<file path="config.mk">
export PLATFORM = sky130hd
export DESIGN_NAME = char_lcd_write_sequencer
export DESIGN_NICKNAME = d
export VERILOG_FILES = /design/src/sv/clcd_pkg.sv /design/src/sv/clcd_front.sv /design/src/sv/clcd_queue.sv /design/src/sv/clcd_back.sv /design/src/sv/char_lcd_write_sequencer.sv
export SDC_FILE = /design/constraint.sdc
export NUM_CORES = 1
export LEC_CHECK = 0
export BUFFER_PORTS_ARGS = -buffer_cell sky130_fd_sc_hd__buf_4
export CORE_MARGIN = 2
export CORE_UTILIZATION = 50
export CTS_CLUSTER_DIAMETER = 100
export DETAILED_ROUTE_END_ITERATION = 10
export HOLD_SLACK_MARGIN = 0.03
export PLACE_DENSITY = 0.7
export RECOVER_POWER = 50
export SLEW_MARGIN = 15
export SYNTH_ARGS = -nofsm -noshare
export SYNTH_HDL_FRONTEND = slang
export SYNTH_SLANG_ARGS = --single-unit
</file>
<file path="constraint.sdc">
create_clock -name clk -period 6.5 [get_ports clk]
set_clock_uncertainty 0.05 [all_clocks]
set_input_delay 1.3 -clock clk [delete_from_list [all_inputs] [get_ports clk]]
set_output_delay 1.3 -clock clk [all_outputs]
set_load 0.03 [all_outputs]
</file>
<file path="src/sv/clcd_pkg.sv">
// Shared types, codes and constants of the character LCD write sequencer.
// No dependencies; used by every module of the block.
`default_nettype none

package clcd_pkg;

  // Defaults
  localparam int NUMBER_WIDTH_DEF = 32;
  localparam int QUEUE_DEPTH      = 2;

  // Request action codes
  localparam logic [2:0] ACT_CMD    = 3'd0;
  localparam logic [2:0] ACT_DATA   = 3'd1;
  localparam logic [2:0] ACT_NUMBER = 3'd2;
  localparam logic [2:0] ACT_CURSOR = 3'd3;
  localparam logic [2:0] ACT_INIT   = 3'd4;

  // Panel commands and timing
  localparam logic [7:0]  CMD_HOME    = 8'h02;
  localparam logic [7:0]  CMD_FUNC    = 8'h28;
  localparam logic [7:0]  CMD_DISP    = 8'h0C;
  localparam logic [7:0]  CMD_ENTRY   = 8'h06;
  localparam logic [7:0]  CMD_CLEAR   = 8'h01;
  localparam logic [7:0]  NIB_WAKE    = 8'h02;
  localparam logic [7:0]  DDRAM_BASE  = 8'd128;
  localparam logic [7:0]  ROW1_OFFSET = 8'h40;
  localparam logic [7:0]  ASCII_ZERO  = 8'h30;
  localparam logic [15:0] POWER_WAIT  = 16'd40000;
  localparam logic [10:0] SHORT_WAIT  = 11'd45;
  localparam logic [10:0] CLEAR_WAIT  = 11'd2000;

  // Init list steps
  localparam int          INIT_IDX_W     = 3;
  localparam logic [2:0]  INIT_WAKE_NIB  = 3'd0;
  localparam logic [2:0]  INIT_HOME      = 3'd1;
  localparam logic [2:0]  INIT_FUNC      = 3'd2;
  localparam logic [2:0]  INIT_DISP      = 3'd3;
  localparam logic [2:0]  INIT_ENTRY     = 3'd4;
  localparam logic [2:0]  INIT_CLEAR     = 3'd5;

  typedef enum logic [1:0] {
    JOB_BYTE = 2'd0,
    JOB_NUM  = 2'd1,
    JOB_INIT = 2'd2
  } job_kind_t;

  typedef struct packed {
    job_kind_t  kind;
    logic       rs;
    logic [7:0] data;
  } job_hdr_t;

  localparam int HDR_W = $bits(job_hdr_t);

  typedef struct packed {
    logic        single;  // one strobe even on the nibble bus
    logic [7:0]  data;
    logic [15:0] wb;
    logic [10:0] wa;
  } init_entry_t;

  function automatic init_entry_t init_step(input logic [INIT_IDX_W-1:0] idx,
                                            input logic nibble_bus);
    init_entry_t e;
    e = '{single: 1'b0, data: CMD_CLEAR, wb: 16'd0, wa: CLEAR_WAIT};
    case (idx)
      INIT_WAKE_NIB: e = '{single: 1'b1, data: NIB_WAKE, wb: POWER_WAIT, wa: 11'd0};
      INIT_HOME:     e = '{single: 1'b0, data: CMD_HOME,
                           wb: nibble_bus ? 16'd0 : POWER_WAIT, wa: 11'd0};
      INIT_FUNC:     e = '{single: 1'b0, data: CMD_FUNC, wb: POWER_WAIT, wa: SHORT_WAIT};
      INIT_DISP:     e = '{single: 1'b0, data: CMD_DISP, wb: 16'd0, wa: SHORT_WAIT};
      INIT_ENTRY:    e = '{single: 1'b0, data: CMD_ENTRY, wb: 16'd0, wa: SHORT_WAIT};
      INIT_CLEAR:    e = '{single: 1'b0, data: CMD_CLEAR, wb: 16'd0, wa: CLEAR_WAIT};
      default:       e = '{single: 1'b0, data: CMD_CLEAR, wb: 16'd0, wa: CLEAR_WAIT};
    endcase
    return e;
  endfunction

endpackage

`default_nettype wire

</file>
<file path="src/sv/clcd_front.sv">
// Front end: accepts request words and classifies them into jobs.
// Depends on clcd_pkg.
`default_nettype none

module clcd_front
  import clcd_pkg::*;
#(
  parameter int NUMBER_WIDTH = NUMBER_WIDTH_DEF
) (
  input  wire logic                    in_valid,
  output logic                         in_stall,
  input  wire logic [2:0]              action,
  input  wire logic [31:0]             value,
  input  wire logic [5:0]              column,
  input  wire logic                    row,
  input  wire logic                    q_full,
  output logic                         push,
  output job_hdr_t                     hdr,
  output logic [NUMBER_WIDTH-1:0]      num
);

  logic [NUMBER_WIDTH+31:0] value_ext;
  logic                     known;

  // zero-extend or mask the number to NUMBER_WIDTH
  assign value_ext = {{NUMBER_WIDTH{1'b0}}, value};
  assign num       = value_ext[NUMBER_WIDTH-1:0];

  assign in_stall = q_full;

  always_comb begin
    hdr   = '{kind: JOB_BYTE, rs: 1'b0, data: value[7:0]};
    known = 1'b1;
    case (action)
      ACT_CMD:    hdr = '{kind: JOB_BYTE, rs: 1'b0, data: value[7:0]};
      ACT_DATA:   hdr = '{kind: JOB_BYTE, rs: 1'b1, data: value[7:0]};
      ACT_NUMBER: hdr = '{kind: JOB_NUM, rs: 1'b1, data: 8'd0};
      ACT_CURSOR: hdr = '{kind: JOB_BYTE, rs: 1'b0,
                          data: DDRAM_BASE + {2'b00, column} + (row ? ROW1_OFFSET : 8'd0)};
      ACT_INIT:   hdr = '{kind: JOB_INIT, rs: 1'b0, data: 8'd0};
      default:    known = 1'b0;  // unused codes are swallowed
    endcase
  end

  assign push = in_valid && !q_full && known;

endmodule

`default_nettype wire

</file>
<file path="src/sv/clcd_queue.sv">
// Short job queue between front and back ends.
// Depends on clcd_pkg for the default width and depth.
`default_nettype none

module clcd_queue
  import clcd_pkg::*;
#(
  parameter int WIDTH = HDR_W,
  parameter int DEPTH = QUEUE_DEPTH
) (
  input  wire logic             clk,
  input  wire logic             rst,
  input  wire logic             push,
  input  wire logic [WIDTH-1:0] din,
  output logic                  full,
  input  wire logic             pop,
  output logic [WIDTH-1:0]      dout,
  output logic                  not_empty
);

  localparam int PTR_W = (DEPTH > 1) ? $clog2(DEPTH) : 1;
  localparam int CNT_W = $clog2(DEPTH + 1);
  localparam logic [PTR_W-1:0] PTR_LAST = PTR_W'(DEPTH - 1);
  localparam logic [CNT_W-1:0] CNT_FULL = CNT_W'(DEPTH);

  logic [WIDTH-1:0] entries [DEPTH];
  logic [PTR_W-1:0] wr_ptr;
  logic [PTR_W-1:0] rd_ptr;
  logic [CNT_W-1:0] count;

  assign full      = (count == CNT_FULL);
  assign not_empty = (count != '0);
  assign dout      = entries[rd_ptr];

  always_ff @(posedge clk) begin
    if (push) begin
      entries[wr_ptr] <= din;
    end
  end

  always_ff @(posedge clk) begin
    if (rst) begin
      wr_ptr <= '0;
      rd_ptr <= '0;
      count  <= '0;
    end else begin
      if (push) begin
        wr_ptr <= (wr_ptr == PTR_LAST) ? '0 : wr_ptr + 1'b1;
      end
      if (pop) begin
        rd_ptr <= (rd_ptr == PTR_LAST) ? '0 : rd_ptr + 1'b1;
      end
      if (push && !pop) begin
        count <= count + 1'b1;
      end else if (pop && !push) begin
        count <= count - 1'b1;
      end
    end
  end

endmodule

`default_nettype wire

</file>
<file path="src/sv/clcd_back.sv">
// Back end: runs jobs into strobe words (decimal conversion, init list,
// nibble split) and holds the output register. Depends on clcd_pkg.
`default_nettype none

module clcd_back
  import clcd_pkg::*;
#(
  parameter int NUMBER_WIDTH = NUMBER_WIDTH_DEF
) (
  input  wire logic                    clk,
  input  wire logic                    rst,
  input  wire logic                    bus_mode,
  input  wire logic                    job_valid,
  input  wire job_hdr_t                job_hdr,
  input  wire logic [NUMBER_WIDTH-1:0] job_num,
  output logic                         job_pop,
  input  wire logic                    out_stall,
  output logic                         out_valid,
  output logic                         register_select,
  output logic [7:0]                   bus_value,
  output logic [15:0]                  wait_before_us,
  output logic [10:0]                  wait_after_us,
  output logic                         last_strobe
);

  localparam int DIGITS = (NUMBER_WIDTH * 31) / 100 + 1;
  localparam int BCD_W  = DIGITS * 4;
  localparam int CNT_W  = $clog2(NUMBER_WIDTH + 1);
  localparam int DIG_W  = $clog2(DIGITS + 1);
  localparam logic [CNT_W-1:0] CNT_INIT = CNT_W'(NUMBER_WIDTH);
  localparam logic [DIG_W-1:0] DIG_INIT = DIG_W'(DIGITS);

  typedef enum logic [4:0] {
    ST_IDLE  = 5'b00001,
    ST_CONV  = 5'b00010,
    ST_SKIP  = 5'b00100,
    ST_ILOAD = 5'b01000,
    ST_BYTE  = 5'b10000
  } back_state_t;

  back_state_t             state;
  job_kind_t               src;
  logic [NUMBER_WIDTH-1:0] bin;
  logic [BCD_W-1:0]        bcd;
  logic [BCD_W-1:0]        bcd_adj;
  logic [CNT_W-1:0]        bit_cnt;
  logic [DIG_W-1:0]        dig_left;
  logic [INIT_IDX_W-1:0]   init_idx;
  init_entry_t             entry;
  logic [3:0]              top_digit;
  logic [7:0]              digit_byte;

  // byte being sent
  logic        cur_rs;
  logic [7:0]  cur_byte;
  logic [15:0] cur_wb;
  logic [10:0] cur_wa;
  logic        cur_last;
  logic        cur_single;
  logic        phase;

  logic        split;
  logic        out_free;
  logic [7:0]  strb_bus;
  logic [15:0] strb_wb;
  logic [10:0] strb_wa;
  logic        strb_last;

  // double-dabble add-3 on every digit
  always_comb begin
    for (int i = 0; i < DIGITS; i++) begin
      bcd_adj[4*i +: 4] = (bcd[4*i +: 4] >= 4'd5) ? bcd[4*i +: 4] + 4'd3 : bcd[4*i +: 4];
    end
  end

  assign top_digit  = bcd[BCD_W-1 -: 4];
  assign digit_byte = ASCII_ZERO | {4'h0, top_digit};
  assign entry      = init_step(init_idx, bus_mode);

  assign split    = bus_mode && !cur_single;
  assign out_free = !out_valid || !out_stall;
  assign job_pop  = (state == ST_IDLE) && job_valid;

  always_comb begin
    if (!split) begin
      strb_bus  = cur_byte;
      strb_wb   = cur_wb;
      strb_wa   = cur_wa;
      strb_last = cur_last;
    end else if (!phase) begin
      strb_bus  = {4'h0, cur_byte[7:4]};
      strb_wb   = cur_wb;
      strb_wa   = 11'd0;
      strb_last = 1'b0;
    end else begin
      strb_bus  = {4'h0, cur_byte[3:0]};
      strb_wb   = 16'd0;
      strb_wa   = cur_wa;
      strb_last = cur_last;
    end
  end

  always_ff @(posedge clk) begin
    if (rst) begin
      state     <= ST_IDLE;
      out_valid <= 1'b0;
      phase     <= 1'b0;
    end else begin
      // in ST_BYTE the output register is refilled whenever it frees
      if (out_valid && !out_stall && state != ST_BYTE) begin
        out_valid <= 1'b0;
      end
      case (state)
        ST_IDLE: begin
          if (job_valid) begin
            src <= job_hdr.kind;
            case (job_hdr.kind)
              JOB_NUM: begin
                bin     <= job_num;
                bcd     <= '0;
                bit_cnt <= CNT_INIT;
                state   <= ST_CONV;
              end
              JOB_INIT: begin
                init_idx <= bus_mode ? INIT_WAKE_NIB : INIT_HOME;
                state    <= ST_ILOAD;
              end
              default: begin
                cur_rs     <= job_hdr.rs;
                cur_byte   <= job_hdr.data;
                cur_wb     <= 16'd0;
                cur_wa     <= 11'd0;
                cur_last   <= 1'b1;
                cur_single <= 1'b0;
                state      <= ST_BYTE;
              end
            endcase
          end
        end
        ST_CONV: begin
          bcd     <= {bcd_adj[BCD_W-2:0], bin[NUMBER_WIDTH-1]};
          bin     <= {bin[NUMBER_WIDTH-2:0], 1'b0};
          bit_cnt <= bit_cnt - 1'b1;
          if (bit_cnt == CNT_W'(1)) begin
            dig_left <= DIG_INIT;
            state    <= ST_SKIP;
          end
        end
        ST_SKIP: begin
          bcd      <= {bcd[BCD_W-5:0], 4'h0};
          dig_left <= dig_left - 1'b1;
          // leading zeros dropped, but a lone zero is still sent
          if (top_digit != 4'd0 || dig_left == DIG_W'(1)) begin
            cur_rs     <= 1'b1;
            cur_byte   <= digit_byte;
            cur_wb     <= 16'd0;
            cur_wa     <= 11'd0;
            cur_last   <= (dig_left == DIG_W'(1));
            cur_single <= 1'b0;
            state      <= ST_BYTE;
          end
        end
        ST_ILOAD: begin
          cur_rs     <= 1'b0;
          cur_byte   <= entry.data;
          cur_wb     <= entry.wb;
          cur_wa     <= entry.wa;
          cur_single <= entry.single;
          cur_last   <= (init_idx == INIT_CLEAR);
          state      <= ST_BYTE;
        end
        ST_BYTE: begin
          if (out_free) begin
            out_valid       <= 1'b1;
            register_select <= cur_rs;
            bus_value       <= strb_bus;
            wait_before_us  <= strb_wb;
            wait_after_us   <= strb_wa;
            last_strobe     <= strb_last;
            if (split && !phase) begin
              phase <= 1'b1;
            end else begin
              phase <= 1'b0;
              case (src)
                JOB_NUM: begin
                  if (dig_left != '0) begin
                    cur_byte <= digit_byte;
                    cur_last <= (dig_left == DIG_W'(1));
                    bcd      <= {bcd[BCD_W-5:0], 4'h0};
                    dig_left <= dig_left - 1'b1;
                  end else begin
                    state <= ST_IDLE;
                  end
                end
                JOB_INIT: begin
                  if (init_idx == INIT_CLEAR) begin
                    state <= ST_IDLE;
                  end else begin
                    init_idx <= init_idx + 1'b1;
                    state    <= ST_ILOAD;
                  end
                end
                default: state <= ST_IDLE;
              endcase
            end
          end
        end
        default: state <= ST_IDLE;
      endcase
    end
  end

endmodule

`default_nettype wire

</file>
<file path="src/sv/char_lcd_write_sequencer.sv">
// Character LCD write sequencer, top level: front end, job queue, back end
// and the bus mode register. Depends on clcd_pkg, clcd_front, clcd_queue, clcd_back.
//
// Use:
//  - Request words (action, value, column, row) enter on in_valid/in_stall.
//    Each becomes one or more strobe words (register_select, bus_value,
//    wait_before_us, wait_after_us, last_strobe) on out_valid/out_stall;
//    last_strobe marks the final strobe of a request. Unused action codes
//    are taken and produce nothing.
//  - bus_mode is written through cfg_we/cfg_wdata (0 = 8-bit, 1 = 4-bit);
//    the user must write it only while the block is idle; the block does not enforce this.
//  - Order: a taken byte request passes job pickup and the output register
//    before out_valid rises. A number first runs the converter over all
//    NUMBER_WIDTH bits, then scans digit places up to its first digit
//    (leading zeros plus one, at most DIGITS). Digits then leave one strobe
//    per cycle unless stalled; each init command is loaded before its strobes.
//  - Throughput: one strobe per cycle at best, while out_stall is low. The
//    back end works one job at a time; the two-word queue lets the front
//    end keep taking words meanwhile.
//  - Reset (rst, synchronous): queue emptied, back end idle, no output
//    word valid, bus_mode back to 8-bit.
//  - When the receiver stalls, the output word holds and the back end waits before its next strobe;
//    once the queue fills, in_stall rises.
`default_nettype none

module char_lcd_write_sequencer
  import clcd_pkg::*;
#(
  parameter int NUMBER_WIDTH = NUMBER_WIDTH_DEF
) (
  input  wire logic        clk,
  input  wire logic        rst,
  input  wire logic        cfg_we,
  input  wire logic        cfg_wdata,
  input  wire logic        in_valid,
  output logic             in_stall,
  input  wire logic [2:0]  action,
  input  wire logic [31:0] value,
  input  wire logic [5:0]  column,
  input  wire logic        row,
  output logic             out_valid,
  input  wire logic        out_stall,
  output logic             register_select,
  output logic [7:0]       bus_value,
  output logic [15:0]      wait_before_us,
  output logic [10:0]      wait_after_us,
  output logic             last_strobe
);

  localparam int JOB_W = HDR_W + NUMBER_WIDTH;

  logic                    bus_mode;   // 1 = nibble bus
  logic                    push;
  logic                    q_full;
  logic                    q_not_empty;
  logic                    pop;
  job_hdr_t                front_hdr;
  logic [NUMBER_WIDTH-1:0] front_num;
  logic [JOB_W-1:0]        q_dout;

  always_ff @(posedge clk) begin
    if (rst) begin
      bus_mode <= 1'b0;
    end else if (cfg_we) begin
      bus_mode <= cfg_wdata;
    end
  end

  clcd_front #(.NUMBER_WIDTH(NUMBER_WIDTH)) u_front (
    .in_valid (in_valid),
    .in_stall (in_stall),
    .action   (action),
    .value    (value),
    .column   (column),
    .row      (row),
    .q_full   (q_full),
    .push     (push),
    .hdr      (front_hdr),
    .num      (front_num)
  );

  // job word: header on top, number below
  clcd_queue #(.WIDTH(JOB_W), .DEPTH(QUEUE_DEPTH)) u_queue (
    .clk       (clk),
    .rst       (rst),
    .push      (push),
    .din       ({front_hdr, front_num}),
    .full      (q_full),
    .pop       (pop),
    .dout      (q_dout),
    .not_empty (q_not_empty)
  );

  clcd_back #(.NUMBER_WIDTH(NUMBER_WIDTH)) u_back (
    .clk             (clk),
    .rst             (rst),
    .bus_mode        (bus_mode),
    .job_valid       (q_not_empty),
    .job_hdr         (job_hdr_t'(q_dout[JOB_W-1 -: HDR_W])),
    .job_num         (q_dout[NUMBER_WIDTH-1:0]),
    .job_pop         (pop),
    .out_stall       (out_stall),
    .out_valid       (out_valid),
    .register_select (register_select),
    .bus_value       (bus_value),
    .wait_before_us  (wait_before_us),
    .wait_after_us   (wait_after_us),
    .last_strobe     (last_strobe)
  );

endmodule

`default_nettype wire

</file>
==> impl_results.md <==
- Total number of yosys warnings: 0
- Cell count of the worst reg-to-reg path: 3
- Async set-or-reset flop fraction in the synthesized netlist: 0%
- Number of stages on the worst hold path: 0
- Endpoint class of the critical path: flip-flop
- Achievable Freq: 0.283 GHz
- Clock network latency to the later pin of the worst-skew pair: 0.50 ns
- Crit path DAT: 3.77 ns
- Switching component of the power: 1070 uW
- CTS H-tree lvls: 1
- Biggest area contributors in the synthesized netlist: sky130_fd_sc_hd__edfxtp_1 60%, sky130_fd_sc_hd__mux2i_1 4.7%, sky130_fd_sc_hd__ha_1 4.4%
- Instance area after placement: 10600 um2
- Tcrit/Tclk final: 54.4%
- Total of hold buffers inserted after clock tree synthesis: 0
- TritonCTS clock tree: done
- Die outline width: 145 um
- Total internal power: 2810 uW
- Post_cts resized: 0
- Via count normalized by instance count: 5.41
- Clock root buffer master: sky130_fd_sc_hd__clkbuf_16
- Hold Vio Cnt, Final: 0
- Critical path data required time: 6.73 ns
- Cells after synthesis: 772
- Global-route congestion overflow total: 0
- Effective utilization at floorplan: 51.1%
- Post-CTS setup repair buffer count: 0
- Via count of the first global-routing pass: 6181
- Total via count in the routed design: 6024
- Overall fraction of global-route tracks in use: 17.2%
- Setup violators final: 0
- Final Total Pwr: 3880 uW
- Power per unit of standard cell area: 346 nW/um2
- Layout area overhead: 12.7%
- First-pass GRT wire length: 30200 um
- Number of antenna violations at the first check in global routing: 0
- Overall die height: 145 um
- Maximum buffer depth of the clock tree: 3
- Critical Setup Path Class: reg2reg
- Switching part of the total: 27.7%
- Crit path time final: 3.54 ns
- Unrepaired setup endpoints after global routing: false
- Leading register cell type out of synthesis: sky130_fd_sc_hd__edfxtp_1
- Reg power frac: 47.9%
- Number of DRC violations after detailed-routing iteration 0: 546
- Count of max-cap constraint violations: 2
- Sum of routed wire length over all layers: 18300 um
- Flip-flop and latch count after synthesis: 213
- Worst-margin pin slew: 2.05 ns
- Post-layout nets: 917
- Final count of pins violating max slew: 78
- Detailed Routing Iterations Pass 1: 5
- Number of antenna cells inserted: 0
- Core area: 19500 um2
- Crit path max fanout: 29
- Worst-case headroom to the max-slew limit: -36.5%
- Post-route cell area: 11200 um2
- Power share of the clock group: 32.0%
- Post-Synthesis Mean Instance Area: 12.9 um2
- Number of enable-type register cells in the synthesized netlist: 200
- Top Ports: 87
- Share of cells above drive strength 1: 12.9%
- Library cell with the highest instance count after synthesis: sky130_fd_sc_hd__edfxtp_1
- Failing checks: capacitance limit, slew limit
- Hold Path Class: reg2reg
- Dominant cell type by area after synthesis: sky130_fd_sc_hd__edfxtp_1
- Row count: 51
- Share of synthesized area occupied by flip-flops and latches: 62.9%
- Number of library cell types mapped by synthesis: 61
- Filler cell count in the final layout: 1606
- IO Port Bufs: 74
- Clock input transition at the sequential cells of the worst setup and hold paths: 0.06 ns
- Last weighted congestion value of the routability-driven placer: 0.912
- TNS Setup: 0 ns
- Post-layout instance count excluding filler cells: 1113
- Reported leakage power: 0.00395 uW
- Routed length per instance: 16.5 um
- Synth Cell Area: 9970 um2
- Sinks on Clock Net: 213
- Top post-synthesis cells by count: 200 x sky130_fd_sc_hd__edfxtp_1, 62 x sky130_fd_sc_hd__o21ai_0, 61 x sky130_fd_sc_hd__nand2_1
- Number of nets still failing antenna checks after routing: 0
- Worst Setup Start Kind: flip-flop
- Post-synth top area share: 60.2%
- Maximum number of pins on one net before global-route repair: 73
- Result of the run: finished, violations left
- Maximum vdd ir drop: 0.000227 V
- Cell count after placement: 1075
- Total clock buffers created by CTS: 22
- Die Footprint: 21100 um2
- Post-route DRC: 0
- Comb power frac: 20.1%
- Post-DP HPWL: 12300 um
-- registers in the layout, summed over array words and instances (netlist names), 2 cells and up, named ones only --
| register | flops |
|---|---|
| u_back.bin | 32 |
| u_back.bus_value | 8 |
| u_back.bcd | 40 |
| u_back.cur_byte | 8 |
| u_back.bit_cnt | 6 |
| u_back.dig_left | 4 |
| u_back.state | 5 |
| u_queue.entries | 86 |
| u_queue.count | 2 |
| u_back.wait_after_us | 2 |
| u_back.cur_wa | 2 |
| u_back.init_idx | 3 |
| u_back.src | 2 |
-- worst max-delay path, stage by stage (launching register included) --
cell	delay (ns)
sky130_fd_sc_hd__dfxtp_1	0.93
sky130_fd_sc_hd__clkbuf_1	1.53
sky130_fd_sc_hd__mux2i_1	0.40
sky130_fd_sc_hd__o21ai_0	0.38
-- cells by family after synthesis --
kind of cell,count (synthesis),synth area share (%)
AOI/OAI and AO/OA,161,9.86
xor gates and xnor gates,26,2.36
adders and majority gates,35,4.39
buffers and inverters,91,4.76
DFF,213,62.9
muxes,58,5.96
other,1,0.0376
and+or+nand+nor,187,9.78
-- power groups by stage --
stage | Combinational (uW) | Sequential (uW) | Clock [uW]
finish | 782 | 1860 | 1240
global route | 868 | 1880 | 1320
CTS | 788 | 1860 | 1260
detailed placement | 784 | 1890 | 0
global placement | 758 | 1880 | 0
floorplan | 626 | 1840 | 0
-- stage by stage --
step / hold WS (ns) / util [%] / worst slack [ns]
2_1_floorplan: 0.350 / - / 1.34
3_3_place_gp: 0.362 / 54.5 / 3.42
3_5_place_dp: 0.375 / 54.5 / 3.30
4_1_cts: 0.386 / 58.2 / 3.32
5_1_grt: 0.401 / 57.5 / 2.67
6_report: 0.388 / 57.5 / 2.96
-- placed cells by master (no fill, tap or decap), drive strengths merged, types with 6 or more instances in the layout --
master	n
nand2b	13
edfxtp	200
nand2	61
clkbuf	69
a21o	6
nor3b	16
buf	39
mux2i	47
xnor2	18
nor2b	7
mux2	11
and2	7
o21ai	64
a21oi	35
nor2	44
and3b	6
ha	35
nor3	9
xor2	8
a211oi	6
conb	12
o22ai	16
a22o	9
clkinv	7
inv	38
dfxtp	13
-- layer usage --
layer  track usage [%]  wire length, um  vias to the layer above
met3              2.96             1000                       41
met5                 0                0                        -
li1                  -                -                     2932
met2              29.9             8950                      173
met1              22.1             7880                     2878
met4              5.44              507                        0
-- area by class of cell --
| type | instances | area (um2) | share of cell area [%] |
|---|---|---|---|
| repair buffers | 80 | 507 | 4.51 |
| clock buffers | 28 | 573 | 5.10 |
| well taps | 265 | 332 | 2.95 |
| clock inverters | 10 | 134 | 1.19 |
| flip-flops and latches | 213 | 6270 | 55.8 |
| multi-input cells | 479 | 3280 | 29.2 |
| inverters | 38 | 143 | 1.27 |
-- final timing paths --
check	startpoint	end	slack (ns)
max	flip-flop	u_back.cur_byte[4]	2.96
min	u_back.cur_rs	u_back.register_select	0.39
min reg2reg	u_back.cur_rs	u_back.register_select	0.39
max reg2reg	flip-flop	u_back.cur_byte[4]	2.96
No activity file was read; power rests on OpenSTA's default activity.
